--- src/awrt_pkg.sv ---
// ----------------------------------------------------------------------------
// Ack window reliability tracker package
// Shared constants, command and result types for the tracker.
// ----------------------------------------------------------------------------
package awrt_pkg;

  localparam int WIN_BITS   = 32;
  localparam int IDX_W      = $clog2(WIN_BITS);
  localparam int SEQ_W      = 16;
  localparam int QDEPTH     = 2;
  localparam int QPTR_W     = $clog2(QDEPTH);
  localparam int QCNT_W     = $clog2(QDEPTH + 1);
  localparam int CFG_ADDR_W = 3;

  localparam logic [SEQ_W-1:0] SEQ_MAX   = '1;
  localparam logic [SEQ_W-1:0] SEQ_HALF  = {1'b1, {(SEQ_W-1){1'b0}}};
  localparam logic [15:0]      TRIG_RST  = 16'd30;

  // Register index decoded from paddr[2].
  localparam logic REG_RESEND_TRIG = 1'b0;

  typedef enum logic [1:0] {
    OP_CONNECT = 2'd0,
    OP_SEND    = 2'd1,
    OP_POLL    = 2'd2,
    OP_PACKET  = 2'd3
  } op_t;

  typedef enum logic [2:0] {
    CMD_CONNECT,
    CMD_SEND,
    CMD_POLL,
    CMD_PKT_SYNC,
    CMD_PKT_DATA
  } cmd_kind_t;

  typedef enum logic [2:0] {
    ST_DONE    = 3'd0,
    ST_SYNCING = 3'd1,
    ST_FULL    = 3'd2,
    ST_OLD     = 3'd3,
    ST_IGNORED = 3'd4
  } status_t;

  typedef enum logic [1:0] {
    LINK_DOWN = 2'd0,
    LINK_SYNC = 2'd1,
    LINK_UP   = 2'd2
  } link_t;

  typedef struct packed {
    cmd_kind_t           kind;
    logic [SEQ_W-1:0]    pkt_seq;
    logic [SEQ_W-1:0]    pkt_ack_no;
    logic [WIN_BITS-1:0] pkt_ack_window;
  } cmd_t;

  typedef struct packed {
    status_t             status;
    logic                tx_valid;
    logic                tx_sync;
    logic [SEQ_W-1:0]    tx_seq;
    logic [SEQ_W-1:0]    hdr_ack_no;
    logic [WIN_BITS-1:0] hdr_ack_window;
    logic [WIN_BITS-1:0] released_mask;
    logic                deliver;
    logic                resend_valid;
    logic [SEQ_W-1:0]    resend_seq;
    link_t               link_state;
  } res_t;

  function automatic logic [SEQ_W-1:0] seq_next(input logic [SEQ_W-1:0] s);
    logic [SEQ_W-1:0] r;
    r = (s == SEQ_MAX) ? SEQ_W'(1) : s + SEQ_W'(1);
    return r;
  endfunction

endpackage

--- src/awrt_if.sv ---
// ----------------------------------------------------------------------------
// Ack window reliability tracker channels
// Valid/ready channels for input items and result items.
// ----------------------------------------------------------------------------
interface awrt_in_if;
  logic        valid;
  logic        ready;
  logic [1:0]  op;
  logic        pkt_is_sync;
  logic [15:0] pkt_seq;
  logic [15:0] pkt_ack_no;
  logic [31:0] pkt_ack_window;

  modport source (output valid, op, pkt_is_sync, pkt_seq, pkt_ack_no, pkt_ack_window,
                  input ready);
  modport sink (input valid, op, pkt_is_sync, pkt_seq, pkt_ack_no, pkt_ack_window,
                output ready);
endinterface

interface awrt_out_if;
  logic        valid;
  logic        ready;
  logic [2:0]  status;
  logic        tx_valid;
  logic        tx_sync;
  logic [15:0] tx_seq;
  logic [15:0] hdr_ack_no;
  logic [31:0] hdr_ack_window;
  logic [31:0] released_mask;
  logic        deliver;
  logic        resend_valid;
  logic [15:0] resend_seq;
  logic [1:0]  link_state;

  modport source (output valid, status, tx_valid, tx_sync, tx_seq, hdr_ack_no,
                  hdr_ack_window, released_mask, deliver, resend_valid, resend_seq,
                  link_state,
                  input ready);
  modport sink (input valid, status, tx_valid, tx_sync, tx_seq, hdr_ack_no,
                hdr_ack_window, released_mask, deliver, resend_valid, resend_seq,
                link_state,
                output ready);
endinterface

--- src/ack_window_reliability_tracker_unit.sv ---
// ----------------------------------------------------------------------------
// Ack window reliability tracker
// Sequence numbering, ack windows, link state and resend timing for a
// reliable datagram link.
//
//   Channel   Direction   Handshake             Transfer
//   in_ch     sink        valid/ready           one command or packet header
//   out_ch    source      valid/ready           one result per input item
//   APB       slave       psel/penable/pready   resend tick threshold
//
// One item per cycle is sustained while out_ch is not stalled; each item is
// registered in the front queue and then in the back-end result register.
// The back end updates all link state for an item when it pops it.
// Reset is synchronous on rst_n and clears link state, queues and out_ch.valid.
// A stalled output holds its result register and the two-entry queue
// keeps taking input until it fills.
// ----------------------------------------------------------------------------
module ack_window_reliability_tracker_unit import awrt_pkg::*; (
  input  logic                  clk,
  input  logic                  rst_n,
  awrt_in_if.sink               in_ch,
  awrt_out_if.source            out_ch,
  input  logic                  psel,
  input  logic                  penable,
  input  logic                  pwrite,
  input  logic [CFG_ADDR_W-1:0] paddr,
  input  logic [31:0]           pwdata,
  output logic [31:0]           prdata,
  output logic                  pready
);

  logic [15:0] trig_r, trig_nxt;
  logic        q_valid;
  logic        q_pop;
  cmd_t        q_data;

  assign pready = 1'b1;

  always_comb begin
    trig_nxt = trig_r;
    if (psel && penable && pwrite && pready && (paddr[2] == REG_RESEND_TRIG)) begin
      trig_nxt = pwdata[15:0];
    end
    prdata = (paddr[2] == REG_RESEND_TRIG) ? {16'd0, trig_r} : 32'd0;
  end

  always_ff @(posedge clk) begin
    if (!rst_n) begin
      trig_r <= TRIG_RST;
    end else begin
      trig_r <= trig_nxt;
    end
  end

  awrt_front u_front (
    .clk     (clk),
    .rst_n   (rst_n),
    .in_ch   (in_ch),
    .q_valid (q_valid),
    .q_data  (q_data),
    .q_pop   (q_pop)
  );

  awrt_back u_back (
    .clk     (clk),
    .rst_n   (rst_n),
    .q_valid (q_valid),
    .q_data  (q_data),
    .q_pop   (q_pop),
    .trig    (trig_r),
    .out_ch  (out_ch)
  );

`ifndef SYNTHESIS
  a_pop_needs_entry: assert property (@(posedge clk) disable iff (!rst_n)
    q_pop |-> q_valid)
    else $error("back end popped an empty queue");

  a_full_means_pending: assert property (@(posedge clk) disable iff (!rst_n)
    !in_ch.ready |-> q_valid)
    else $error("input stalled with an empty queue");

  a_tx_link_state: assert property (@(posedge clk) disable iff (!rst_n)
    (out_ch.valid && out_ch.tx_valid) |->
      ((out_ch.tx_seq != 16'd0) &&
       ((out_ch.tx_sync && out_ch.link_state == LINK_SYNC) ||
        (!out_ch.tx_sync && out_ch.link_state == LINK_UP))))
    else $error("new frame inconsistent with link state");

  a_trig_write: assert property (@(posedge clk) disable iff (!rst_n)
    (psel && penable && pwrite && paddr[2] == REG_RESEND_TRIG) |=>
      (trig_r == $past(pwdata[15:0])))
    else $error("threshold register write lost");
`endif

endmodule

--- src/awrt_front.sv ---
// ----------------------------------------------------------------------------
// Ack window tracker front end
// Accepts input transfers, decodes them into commands and queues them.
// ----------------------------------------------------------------------------
module awrt_front import awrt_pkg::*; (
  input  logic        clk,
  input  logic        rst_n,
  awrt_in_if.sink     in_ch,
  output logic        q_valid,
  output cmd_t        q_data,
  input  logic        q_pop
);

  cmd_t              q_mem_r [QDEPTH];
  logic [QPTR_W-1:0] wr_ptr_r, wr_ptr_nxt;
  logic [QPTR_W-1:0] rd_ptr_r, rd_ptr_nxt;
  logic [QCNT_W-1:0] cnt_r, cnt_nxt;
  cmd_t              dec;
  logic              push;
  logic              pop;

  always_comb begin
    dec.pkt_seq        = in_ch.pkt_seq;
    dec.pkt_ack_no     = in_ch.pkt_ack_no;
    dec.pkt_ack_window = in_ch.pkt_ack_window;
    case (op_t'(in_ch.op))
      OP_CONNECT: dec.kind = CMD_CONNECT;
      OP_SEND:    dec.kind = CMD_SEND;
      OP_POLL:    dec.kind = CMD_POLL;
      OP_PACKET:  dec.kind = in_ch.pkt_is_sync ? CMD_PKT_SYNC : CMD_PKT_DATA;
      default:    dec.kind = CMD_POLL;
    endcase
  end

  assign in_ch.ready = (cnt_r != QCNT_W'(QDEPTH));
  assign push        = in_ch.valid && in_ch.ready;
  assign q_valid     = (cnt_r != '0);
  assign pop         = q_pop && q_valid;
  assign q_data      = q_mem_r[rd_ptr_r];

  always_comb begin
    wr_ptr_nxt = wr_ptr_r;
    rd_ptr_nxt = rd_ptr_r;
    cnt_nxt    = cnt_r;
    if (push) begin
      wr_ptr_nxt = (wr_ptr_r == QPTR_W'(QDEPTH - 1)) ? '0 : wr_ptr_r + QPTR_W'(1);
    end
    if (pop) begin
      rd_ptr_nxt = (rd_ptr_r == QPTR_W'(QDEPTH - 1)) ? '0 : rd_ptr_r + QPTR_W'(1);
    end
    if (push && !pop) begin
      cnt_nxt = cnt_r + QCNT_W'(1);
    end else if (pop && !push) begin
      cnt_nxt = cnt_r - QCNT_W'(1);
    end
  end

  always_ff @(posedge clk) begin
    if (!rst_n) begin
      wr_ptr_r <= '0;
      rd_ptr_r <= '0;
      cnt_r    <= '0;
    end else begin
      wr_ptr_r <= wr_ptr_nxt;
      rd_ptr_r <= rd_ptr_nxt;
      cnt_r    <= cnt_nxt;
    end
  end

  always_ff @(posedge clk) begin
    if (push) begin
      q_mem_r[wr_ptr_r] <= dec;
    end
  end

endmodule

--- src/awrt_back.sv ---
// ----------------------------------------------------------------------------
// Ack window tracker back end
// Executes queued commands against the link state and registers the result.
// ----------------------------------------------------------------------------
module awrt_back import awrt_pkg::*; (
  input  logic        clk,
  input  logic        rst_n,
  input  logic        q_valid,
  input  cmd_t        q_data,
  output logic        q_pop,
  input  logic [15:0] trig,
  awrt_out_if.source  out_ch
);

  link_t               mode_r, mode_nxt;
  logic [SEQ_W-1:0]    lseq_r, lseq_nxt;
  logic [WIN_BITS-1:0] rem_map_r, rem_map_nxt;
  logic [SEQ_W-1:0]    rcv_no_r, rcv_no_nxt;
  logic [WIN_BITS-1:0] rcv_map_r, rcv_map_nxt;
  logic [15:0]         tick_r, tick_nxt;
  logic                out_valid_r, out_valid_nxt;
  res_t                res_r, res_nxt;

  logic                do_tick;
  logic                sync_taken;
  logic [15:0]         tick_inc;
  logic [SEQ_W-1:0]    ack_d;
  logic [SEQ_W-1:0]    sh_d;
  logic [SEQ_W-1:0]    neg_mag;
  logic                sh_neg;
  logic [WIN_BITS-1:0] fresh;
  logic                zero_hit;
  logic [IDX_W-1:0]    zero_idx;

  assign q_pop = q_valid && (!out_valid_r || out_ch.ready);

  always_comb begin
    mode_nxt    = mode_r;
    lseq_nxt    = lseq_r;
    rem_map_nxt = rem_map_r;
    rcv_no_nxt  = rcv_no_r;
    rcv_map_nxt = rcv_map_r;
    tick_nxt    = tick_r;
    res_nxt     = '0;
    res_nxt.status = ST_DONE;
    do_tick     = 1'b0;
    sync_taken  = 1'b0;
    fresh       = '0;
    zero_hit    = 1'b0;
    zero_idx    = '0;
    tick_inc    = '0;

    ack_d   = lseq_r - q_data.pkt_ack_no;
    sh_d    = q_data.pkt_seq - rcv_no_r;
    neg_mag = SEQ_W'(0) - sh_d;
    sh_neg  = sh_d[SEQ_W-1] && !((sh_d == SEQ_HALF) && (q_data.pkt_seq > rcv_no_r));

    case (q_data.kind)
      CMD_CONNECT, CMD_SEND: begin
        if (mode_r == LINK_DOWN) begin
          rcv_map_nxt      = '0;
          rcv_no_nxt       = '0;
          lseq_nxt         = seq_next(lseq_r);
          rem_map_nxt      = {{(WIN_BITS-1){1'b1}}, 1'b0};
          mode_nxt         = LINK_SYNC;
          res_nxt.tx_valid = 1'b1;
          res_nxt.tx_sync  = 1'b1;
          res_nxt.tx_seq   = seq_next(lseq_r);
        end else if (q_data.kind == CMD_CONNECT) begin
          res_nxt.status = ST_IGNORED;
        end else if (mode_r == LINK_SYNC) begin
          res_nxt.status = ST_SYNCING;
        end else if (!rem_map_r[WIN_BITS-1]) begin
          res_nxt.status = ST_FULL;
        end else begin
          lseq_nxt         = seq_next(lseq_r);
          rem_map_nxt      = rem_map_r << 1;
          res_nxt.tx_valid = 1'b1;
          res_nxt.tx_seq   = seq_next(lseq_r);
        end
      end
      CMD_POLL: begin
        do_tick = 1'b1;
      end
      CMD_PKT_SYNC: begin
        do_tick = 1'b1;
        if (mode_r == LINK_SYNC) begin
          sync_taken  = 1'b1;
          mode_nxt    = LINK_UP;
          rcv_no_nxt  = q_data.pkt_seq;
          rcv_map_nxt = WIN_BITS'(1);
          rem_map_nxt = '1;
        end else begin
          res_nxt.status = ST_IGNORED;
        end
      end
      CMD_PKT_DATA: begin
        do_tick = 1'b1;
        if (ack_d < SEQ_W'(WIN_BITS)) begin
          fresh = (q_data.pkt_ack_window << ack_d[IDX_W-1:0]) & ~rem_map_r;
        end
        rem_map_nxt           = rem_map_r | fresh;
        res_nxt.released_mask = fresh;
        if (sh_d == '0) begin
          res_nxt.status = ST_OLD;
        end else if (sh_neg) begin
          if ((neg_mag >= SEQ_W'(WIN_BITS)) || rcv_map_r[neg_mag[IDX_W-1:0]]) begin
            res_nxt.status = ST_OLD;
          end else begin
            rcv_map_nxt     = rcv_map_r | (WIN_BITS'(1) << neg_mag[IDX_W-1:0]);
            res_nxt.deliver = 1'b1;
          end
        end else begin
          rcv_no_nxt      = q_data.pkt_seq;
          rcv_map_nxt     = (sh_d >= SEQ_W'(WIN_BITS)) ? WIN_BITS'(1) :
                            ((rcv_map_r << sh_d[IDX_W-1:0]) | WIN_BITS'(1));
          res_nxt.deliver = 1'b1;
        end
      end
      default: begin
        res_nxt.status = ST_IGNORED;
      end
    endcase

    if (do_tick) begin
      tick_inc = (sync_taken ? 16'd0 : tick_r) + 16'd1;
      if (tick_inc > trig) begin
        tick_nxt = '0;
        for (int i = 0; i < WIN_BITS; i++) begin
          if (!rem_map_nxt[i]) begin
            zero_hit = 1'b1;
            zero_idx = IDX_W'(i);
          end
        end
        res_nxt.resend_valid = zero_hit;
        if (zero_hit) begin
          res_nxt.resend_seq = (lseq_r > SEQ_W'(zero_idx)) ?
                               lseq_r - SEQ_W'(zero_idx) :
                               lseq_r - SEQ_W'(zero_idx) - SEQ_W'(1);
        end
      end else begin
        tick_nxt = tick_inc;
      end
    end

    res_nxt.hdr_ack_no     = rcv_no_nxt;
    res_nxt.hdr_ack_window = rcv_map_nxt;
    res_nxt.link_state     = mode_nxt;

    out_valid_nxt = out_valid_r;
    if (q_pop) begin
      out_valid_nxt = 1'b1;
    end else if (out_ch.ready) begin
      out_valid_nxt = 1'b0;
    end
  end

  always_ff @(posedge clk) begin
    if (!rst_n) begin
      mode_r      <= LINK_DOWN;
      lseq_r      <= '0;
      rem_map_r   <= '1;
      rcv_no_r    <= '0;
      rcv_map_r   <= '0;
      tick_r      <= '0;
      out_valid_r <= 1'b0;
    end else begin
      if (q_pop) begin
        mode_r    <= mode_nxt;
        lseq_r    <= lseq_nxt;
        rem_map_r <= rem_map_nxt;
        rcv_no_r  <= rcv_no_nxt;
        rcv_map_r <= rcv_map_nxt;
        tick_r    <= tick_nxt;
      end
      out_valid_r <= out_valid_nxt;
    end
  end

  always_ff @(posedge clk) begin
    if (q_pop) begin
      res_r <= res_nxt;
    end
  end

  assign out_ch.valid          = out_valid_r;
  assign out_ch.status         = res_r.status;
  assign out_ch.tx_valid       = res_r.tx_valid;
  assign out_ch.tx_sync        = res_r.tx_sync;
  assign out_ch.tx_seq         = res_r.tx_seq;
  assign out_ch.hdr_ack_no     = res_r.hdr_ack_no;
  assign out_ch.hdr_ack_window = res_r.hdr_ack_window;
  assign out_ch.released_mask  = res_r.released_mask;
  assign out_ch.deliver        = res_r.deliver;
  assign out_ch.resend_valid   = res_r.resend_valid;
  assign out_ch.resend_seq     = res_r.resend_seq;
  assign out_ch.link_state     = res_r.link_state;

endmodule
--- src/flat_wrapper.sv ---
// flat-port wrapper written by rule: the top's interface ports become plain ports
module ack_window_reliability_tracker_unit_flat import awrt_pkg::*;
  (clk, rst_n, psel, penable, pwrite, paddr, pwdata, prdata, pready, in_ch_valid, in_ch_op, in_ch_pkt_is_sync, in_ch_pkt_seq, in_ch_pkt_ack_no, in_ch_pkt_ack_window, in_ch_ready, out_ch_valid, out_ch_status, out_ch_tx_valid, out_ch_tx_sync, out_ch_tx_seq, out_ch_hdr_ack_no, out_ch_hdr_ack_window, out_ch_released_mask, out_ch_deliver, out_ch_resend_valid, out_ch_resend_seq, out_ch_link_state, out_ch_ready);
  awrt_in_if in_ch_i ();
  awrt_out_if out_ch_i ();
  input  logic clk;
  input  logic rst_n;
  input  logic psel;
  input  logic penable;
  input  logic pwrite;
  input  logic [CFG_ADDR_W-1:0] paddr;
  input  logic [31:0] pwdata;
  output logic [31:0] prdata;
  output logic pready;
  input wire logic [$bits(in_ch_i.valid)-1:0] in_ch_valid;
  input wire logic [$bits(in_ch_i.op)-1:0] in_ch_op;
  input wire logic [$bits(in_ch_i.pkt_is_sync)-1:0] in_ch_pkt_is_sync;
  input wire logic [$bits(in_ch_i.pkt_seq)-1:0] in_ch_pkt_seq;
  input wire logic [$bits(in_ch_i.pkt_ack_no)-1:0] in_ch_pkt_ack_no;
  input wire logic [$bits(in_ch_i.pkt_ack_window)-1:0] in_ch_pkt_ack_window;
  output wire logic [$bits(in_ch_i.ready)-1:0] in_ch_ready;
  output wire logic [$bits(out_ch_i.valid)-1:0] out_ch_valid;
  output wire logic [$bits(out_ch_i.status)-1:0] out_ch_status;
  output wire logic [$bits(out_ch_i.tx_valid)-1:0] out_ch_tx_valid;
  output wire logic [$bits(out_ch_i.tx_sync)-1:0] out_ch_tx_sync;
  output wire logic [$bits(out_ch_i.tx_seq)-1:0] out_ch_tx_seq;
  output wire logic [$bits(out_ch_i.hdr_ack_no)-1:0] out_ch_hdr_ack_no;
  output wire logic [$bits(out_ch_i.hdr_ack_window)-1:0] out_ch_hdr_ack_window;
  output wire logic [$bits(out_ch_i.released_mask)-1:0] out_ch_released_mask;
  output wire logic [$bits(out_ch_i.deliver)-1:0] out_ch_deliver;
  output wire logic [$bits(out_ch_i.resend_valid)-1:0] out_ch_resend_valid;
  output wire logic [$bits(out_ch_i.resend_seq)-1:0] out_ch_resend_seq;
  output wire logic [$bits(out_ch_i.link_state)-1:0] out_ch_link_state;
  input wire logic [$bits(out_ch_i.ready)-1:0] out_ch_ready;
  assign in_ch_i.valid = in_ch_valid;
  assign in_ch_i.op = in_ch_op;
  assign in_ch_i.pkt_is_sync = in_ch_pkt_is_sync;
  assign in_ch_i.pkt_seq = in_ch_pkt_seq;
  assign in_ch_i.pkt_ack_no = in_ch_pkt_ack_no;
  assign in_ch_i.pkt_ack_window = in_ch_pkt_ack_window;
  assign in_ch_ready = in_ch_i.ready;
  assign out_ch_valid = out_ch_i.valid;
  assign out_ch_status = out_ch_i.status;
  assign out_ch_tx_valid = out_ch_i.tx_valid;
  assign out_ch_tx_sync = out_ch_i.tx_sync;
  assign out_ch_tx_seq = out_ch_i.tx_seq;
  assign out_ch_hdr_ack_no = out_ch_i.hdr_ack_no;
  assign out_ch_hdr_ack_window = out_ch_i.hdr_ack_window;
  assign out_ch_released_mask = out_ch_i.released_mask;
  assign out_ch_deliver = out_ch_i.deliver;
  assign out_ch_resend_valid = out_ch_i.resend_valid;
  assign out_ch_resend_seq = out_ch_i.resend_seq;
  assign out_ch_link_state = out_ch_i.link_state;
  assign out_ch_i.ready = out_ch_ready;
  ack_window_reliability_tracker_unit u_core (.clk(clk), .rst_n(rst_n), .in_ch(in_ch_i), .out_ch(out_ch_i), .psel(psel), .penable(penable), .pwrite(pwrite), .paddr(paddr), .pwdata(pwdata), .prdata(prdata), .pready(pready));
endmodule
--- config.mk ---
export PLATFORM = sky130hd
export DESIGN_NAME = ack_window_reliability_tracker_unit_flat
export DESIGN_NICKNAME = d
export VERILOG_FILES = /design/src/awrt_pkg.sv /design/src/awrt_if.sv /design/src/ack_window_reliability_tracker_unit.sv /design/src/awrt_front.sv /design/src/awrt_back.sv /design/src/flat_wrapper.sv
export SDC_FILE = /design/constraint.sdc
export NUM_CORES = 1
export LEC_CHECK = 0
export ABC_AREA = 0
export BUFFER_PORTS_ARGS = -buffer_cell sky130_fd_sc_hd__buf_4
export CORE_MARGIN = 2
export CORE_UTILIZATION = 60
export DETAILED_ROUTE_END_ITERATION = 8
export GPL_ROUTABILITY_DRIVEN = 0
export PLACE_DENSITY = 0.89
export SYNTH_ARGS = -nofsm -noshare
export SYNTH_HDL_FRONTEND = slang
export SYNTH_HIERARCHICAL = 1
export SYNTH_SLANG_ARGS = --single-unit
--- constraint.sdc ---
create_clock -name clk -period 8.39 [get_ports clk]
set_input_delay 0.839 -clock clk [delete_from_list [all_inputs] [get_ports clk]]
set_output_delay 0.839 -clock clk [all_outputs]
set_load 0.02 [all_outputs]
==> qor.txt <==
status -> completed
met1 global-route usage -> 38.88%
pre-CTS setup slack -> 0.4631 ns
Post-DP Area -> 0.02617 mm^2
overall power -> 11.40 mW
num rows -> 73
hold depth -> 1
Reg-to-Reg End -> u_core/u_back/out_ch.resend_seq[13]
Most Crowded Layer GR -> met2
Cells after DPL -> 3100
first-pass GRT wire length -> 109600 um
drt pass-1 iters -> 8
clk sinks -> 391
clock power share -> 16.4%
final setup violation count -> 0
worst reg2reg setup slack -> 0.38 ns
Distinct cells, synth -> 96
Synth Area in Compound Gates -> 17.86%
initial antenna violation count -> 3
Non-Filler Instances -> 3177
Post-Synth Adder-Cell Area -> 3.416%
part of the power in registers -> 25.2%
HP Start -> in_ch_pkt_ack_window[17]
switching share of power -> 46.43%
fin util -> 69.43%
CP Class -> reg2reg
cells on worst reg2reg path -> 27
critical path data arrival time -> 8.32 ns
Static Leak -> 10.70 nW
mux contribution to synthesized area -> 11.14%
hold endpoint -> u_core/u_front/q_mem_r[0][17]
Setup crit end kind -> flip-flop
Ys Warns -> 6
Combinational Power Share -> 58.3%
setup TNS -> 0 ns
Die Area -> 0.04179 mm^2
# IOs -> 265
DRT antenna net count -> 0
Top FF cell, synth -> edfxtp_1
max-slew violations -> 0
Global Route Usage Sum -> 33.46%
largest family of logic cells by synthesized area -> compound AO/OA/AOI/OAI gates
share of layout cells above drive strength 1 -> 19.43%
Total Nets Final -> 2791
top cell type's share of synthesized area -> 31.77%
Synth Cell Area -> 0.02410 mm^2
Power Density -> 413.1 mW/mm^2
Clk Tree Root Cell -> clkbuf_16
Final HPWL DP -> 49030 um
cell taking the most area after synthesis -> edfxtp_1
RSZ-0062 raised after global routing -> false
Setup crit start kind -> flip-flop
Layout area overhead -> 14.45%
Initial Util -> 60.67%
synthesized area per cell -> 9.822 um^2
clk buf depth -> 3
drt wl/cell -> 22.33 um
Worst Setup Slack, final -> 0.3847 ns
initial drt markers -> 3561
vias in the first global route -> 20.67k
PortBufs -> 229
critical path peak fanout -> 25
DIE WIDTH -> 204.4 um
Pint -> 6.106 mW
Post-synth EDFFs -> 255
Syn Inst Count -> 2454
ys async rst share -> 0%
# DRC -> 0
Max Cap Violations -> 0
Final min period -> 8.005 ns
sw power -> 5.292 mW
Clock transition at path regs -> 0.06 ns
Post-synth top cells -> nand2_1 (308), edfxtp_1 (255), nor2_1 (154)
measured slew at the worst slew-check pin -> 1.225 ns
CTS tree -> yes
htree depth -> 2
largest net degree at the start of global routing -> 90
endpoints failing hold -> 0
xor/xnor cell area share of the yosys netlist -> 3.026%
count leader, synth -> nand2_1
peak supply drop -> 0.0002900 V
relative slew slack -> 17.75%
design area -> 0.02759 mm^2
Post-CTS Setup Inserts -> 0
gr ovfl total -> 0
Clock Latency Late Sink -> 0.60 ns
via count -> 21.44k
WHS -> 0.4374 ns
final wirelength -> 70930 um
Die Height -> 204.4 um
post-synthesis simple-gate area fraction -> 16.91%
Final Skew -> 0.03224 ns
Seq/Total Area, Yosys -> 43.06%
part of the cycle the worst path needs -> 95.42%
Via density -> 6.748
Core Area -> 0.03973 mm^2
Num CTS Buffers -> 41
Min-Delay Path Class -> in2reg
#FFs+latches synth -> 391
required time of the critical path -> 8.70 ns
fmax -> 124.9 MHz
GR Layer Usage met3 -> 7.701%
Area contributors post-synth -> edfxtp_1 (32%), dfxtp_1 (11%), nand2_1 (4.8%)
met2 Track Usage GR -> 55.51%
==> area by class of cell <==
cell class,count,area (um^2)
inverters,84,320.3
fillers,2869,12140
flip-flops and latches,391,10380
well taps,525,656.9
clock inverters,21,229.0
multi-input cells,1829,12810
clock buffers,55,1151
diodes,1,2.502
repair buffers,271,2038
==> flip-flops by register name, indices dropped and copies added, names as in the netlist, 2 cells and up, named ones only <==
register	flops
u_core/u_back/rem_map_r	32
u_core/u_back/out_ch.link_state	2
u_core/u_back/out_ch.hdr_ack_no	16
u_core/u_back/out_ch.released_mask	32
u_core/u_back/tick_r	16
u_core/u_back/out_ch.tx_seq	16
u_core/u_back/out_ch.resend_seq	16
u_core/u_front/cnt_r	2
u_core/u_back/rcv_map_r	32
u_core/u_back/out_ch.status	3
u_core/u_front/q_mem_r	134
u_core/trig_r	16
u_core/u_back/out_ch.hdr_ack_window	32
u_core/u_back/mode_r	2
u_core/u_back/lseq_r	16
u_core/u_back/rcv_no_r	16
==> kinds of logic after synthesis <==
family	count (synthesis)
compound gates	634
xor+xnor	80
fa+ha+maj	64
buf+inv	249
flops	391
mux	192
other cells	2
simple gates	842
==> repair_timing <==
item	in CTS	in global routing
hold buffers	0	0
setup endpoints to repair	0	10
gates resized for setup	0	5
endpoints found under the hold margin	0	0
==> routing by layer <==
layer,up-vias,share of wire (%)
met5,-,0
met4,0,7.5
met3,421,11
met2,1537,47
met1,10010,35
li1,9473,-
==> how the worst max path moves through the flow <==
stage | startpoint | to | slack (ns) | depth (start not counted)
final | flip-flop | u_core/u_back/out_ch.resend_seq[13] | 0.38 | 27
after global routing | flip-flop | u_core/u_back/out_ch.resend_seq[14] | 0.02 | 27
after CTS | flip-flop | u_core/u_back/out_ch.resend_seq[13] | 0.44 | 26
after detailed placement | flip-flop | u_core/u_back/out_ch.resend_seq[15] | 0.46 | 26
after global placement | flip-flop | u_core/u_back/out_ch.resend_seq[15] | 0.85 | 26
after floorplan | flip-flop | u_core/u_back/out_ch.resend_seq[15] | 1.22 | 30
==> critical path: stages (launching register included) <==
cell and delay (ns):
dfxtp_2 0.40, mux2_2 0.36, ha_1 0.25, fa_1 0.77, buf_4 0.41, mux4_2 0.30, mux2i_1 0.12, nor2_1 0.14
a31oi_1 0.10, a221oi_1 0.61, nand4b_1 0.20, a21oi_1 0.38, o2111a_1 0.27, o21ai_0 0.12, nand4b_1 0.21, o2bb2ai_1 0.18
ha_1 0.21, fa_1 0.21, nor2b_1 0.05, o21ai_0 0.18, nand2b_1 0.12, a211o_1 0.36, a2111oi_0 0.41, buf_4 0.21
nand4_1 0.14, nor3_1 0.34, nand2b_1 0.19, a2111oi_0 0.49
==> power by group through the flow <==
| stage | sequential, mW | clock, mW | combinational (mW) |
|---|---|---|---|
| after floorplan | 3.18 | 0 | 4.26 |
| after detailed placement | 2.90 | 0 | 6.35 |
| final | 2.88 | 1.87 | 6.65 |
| after global routing | 2.91 | 1.97 | 7.07 |
| after CTS | 2.87 | 1.90 | 6.40 |
| after global placement | 2.88 | 0 | 6.18 |
==> layout by cell type (no fill, tap or decap), types with 16 or more instances in the layout <==
cell type and n:
a211oi_1 29, a21boi_0 18, a21o_1 25, a21oi_1 142, a22o_1 61, a31oi_1 16, and2_1 34, and3_1 43
buf_4 270, clkbuf_16 43, conb_1 17, dfxtp_1 135, edfxtp_1 255, ha_1 61, inv_1 81, mux2_2 75
mux2i_1 62, mux4_2 51, nand2_1 307, nand2b_1 19, nand3_1 80, nand4_1 22, nor2_1 154, nor2b_1 46
nor3_1 36, nor4_1 22, o211ai_1 31, o21a_1 21, o21ai_0 125, o22ai_1 19, or3_1 18, xnor2_1 41
xor2_1 30
Note: power is estimated with default switching activity, not from simulation.
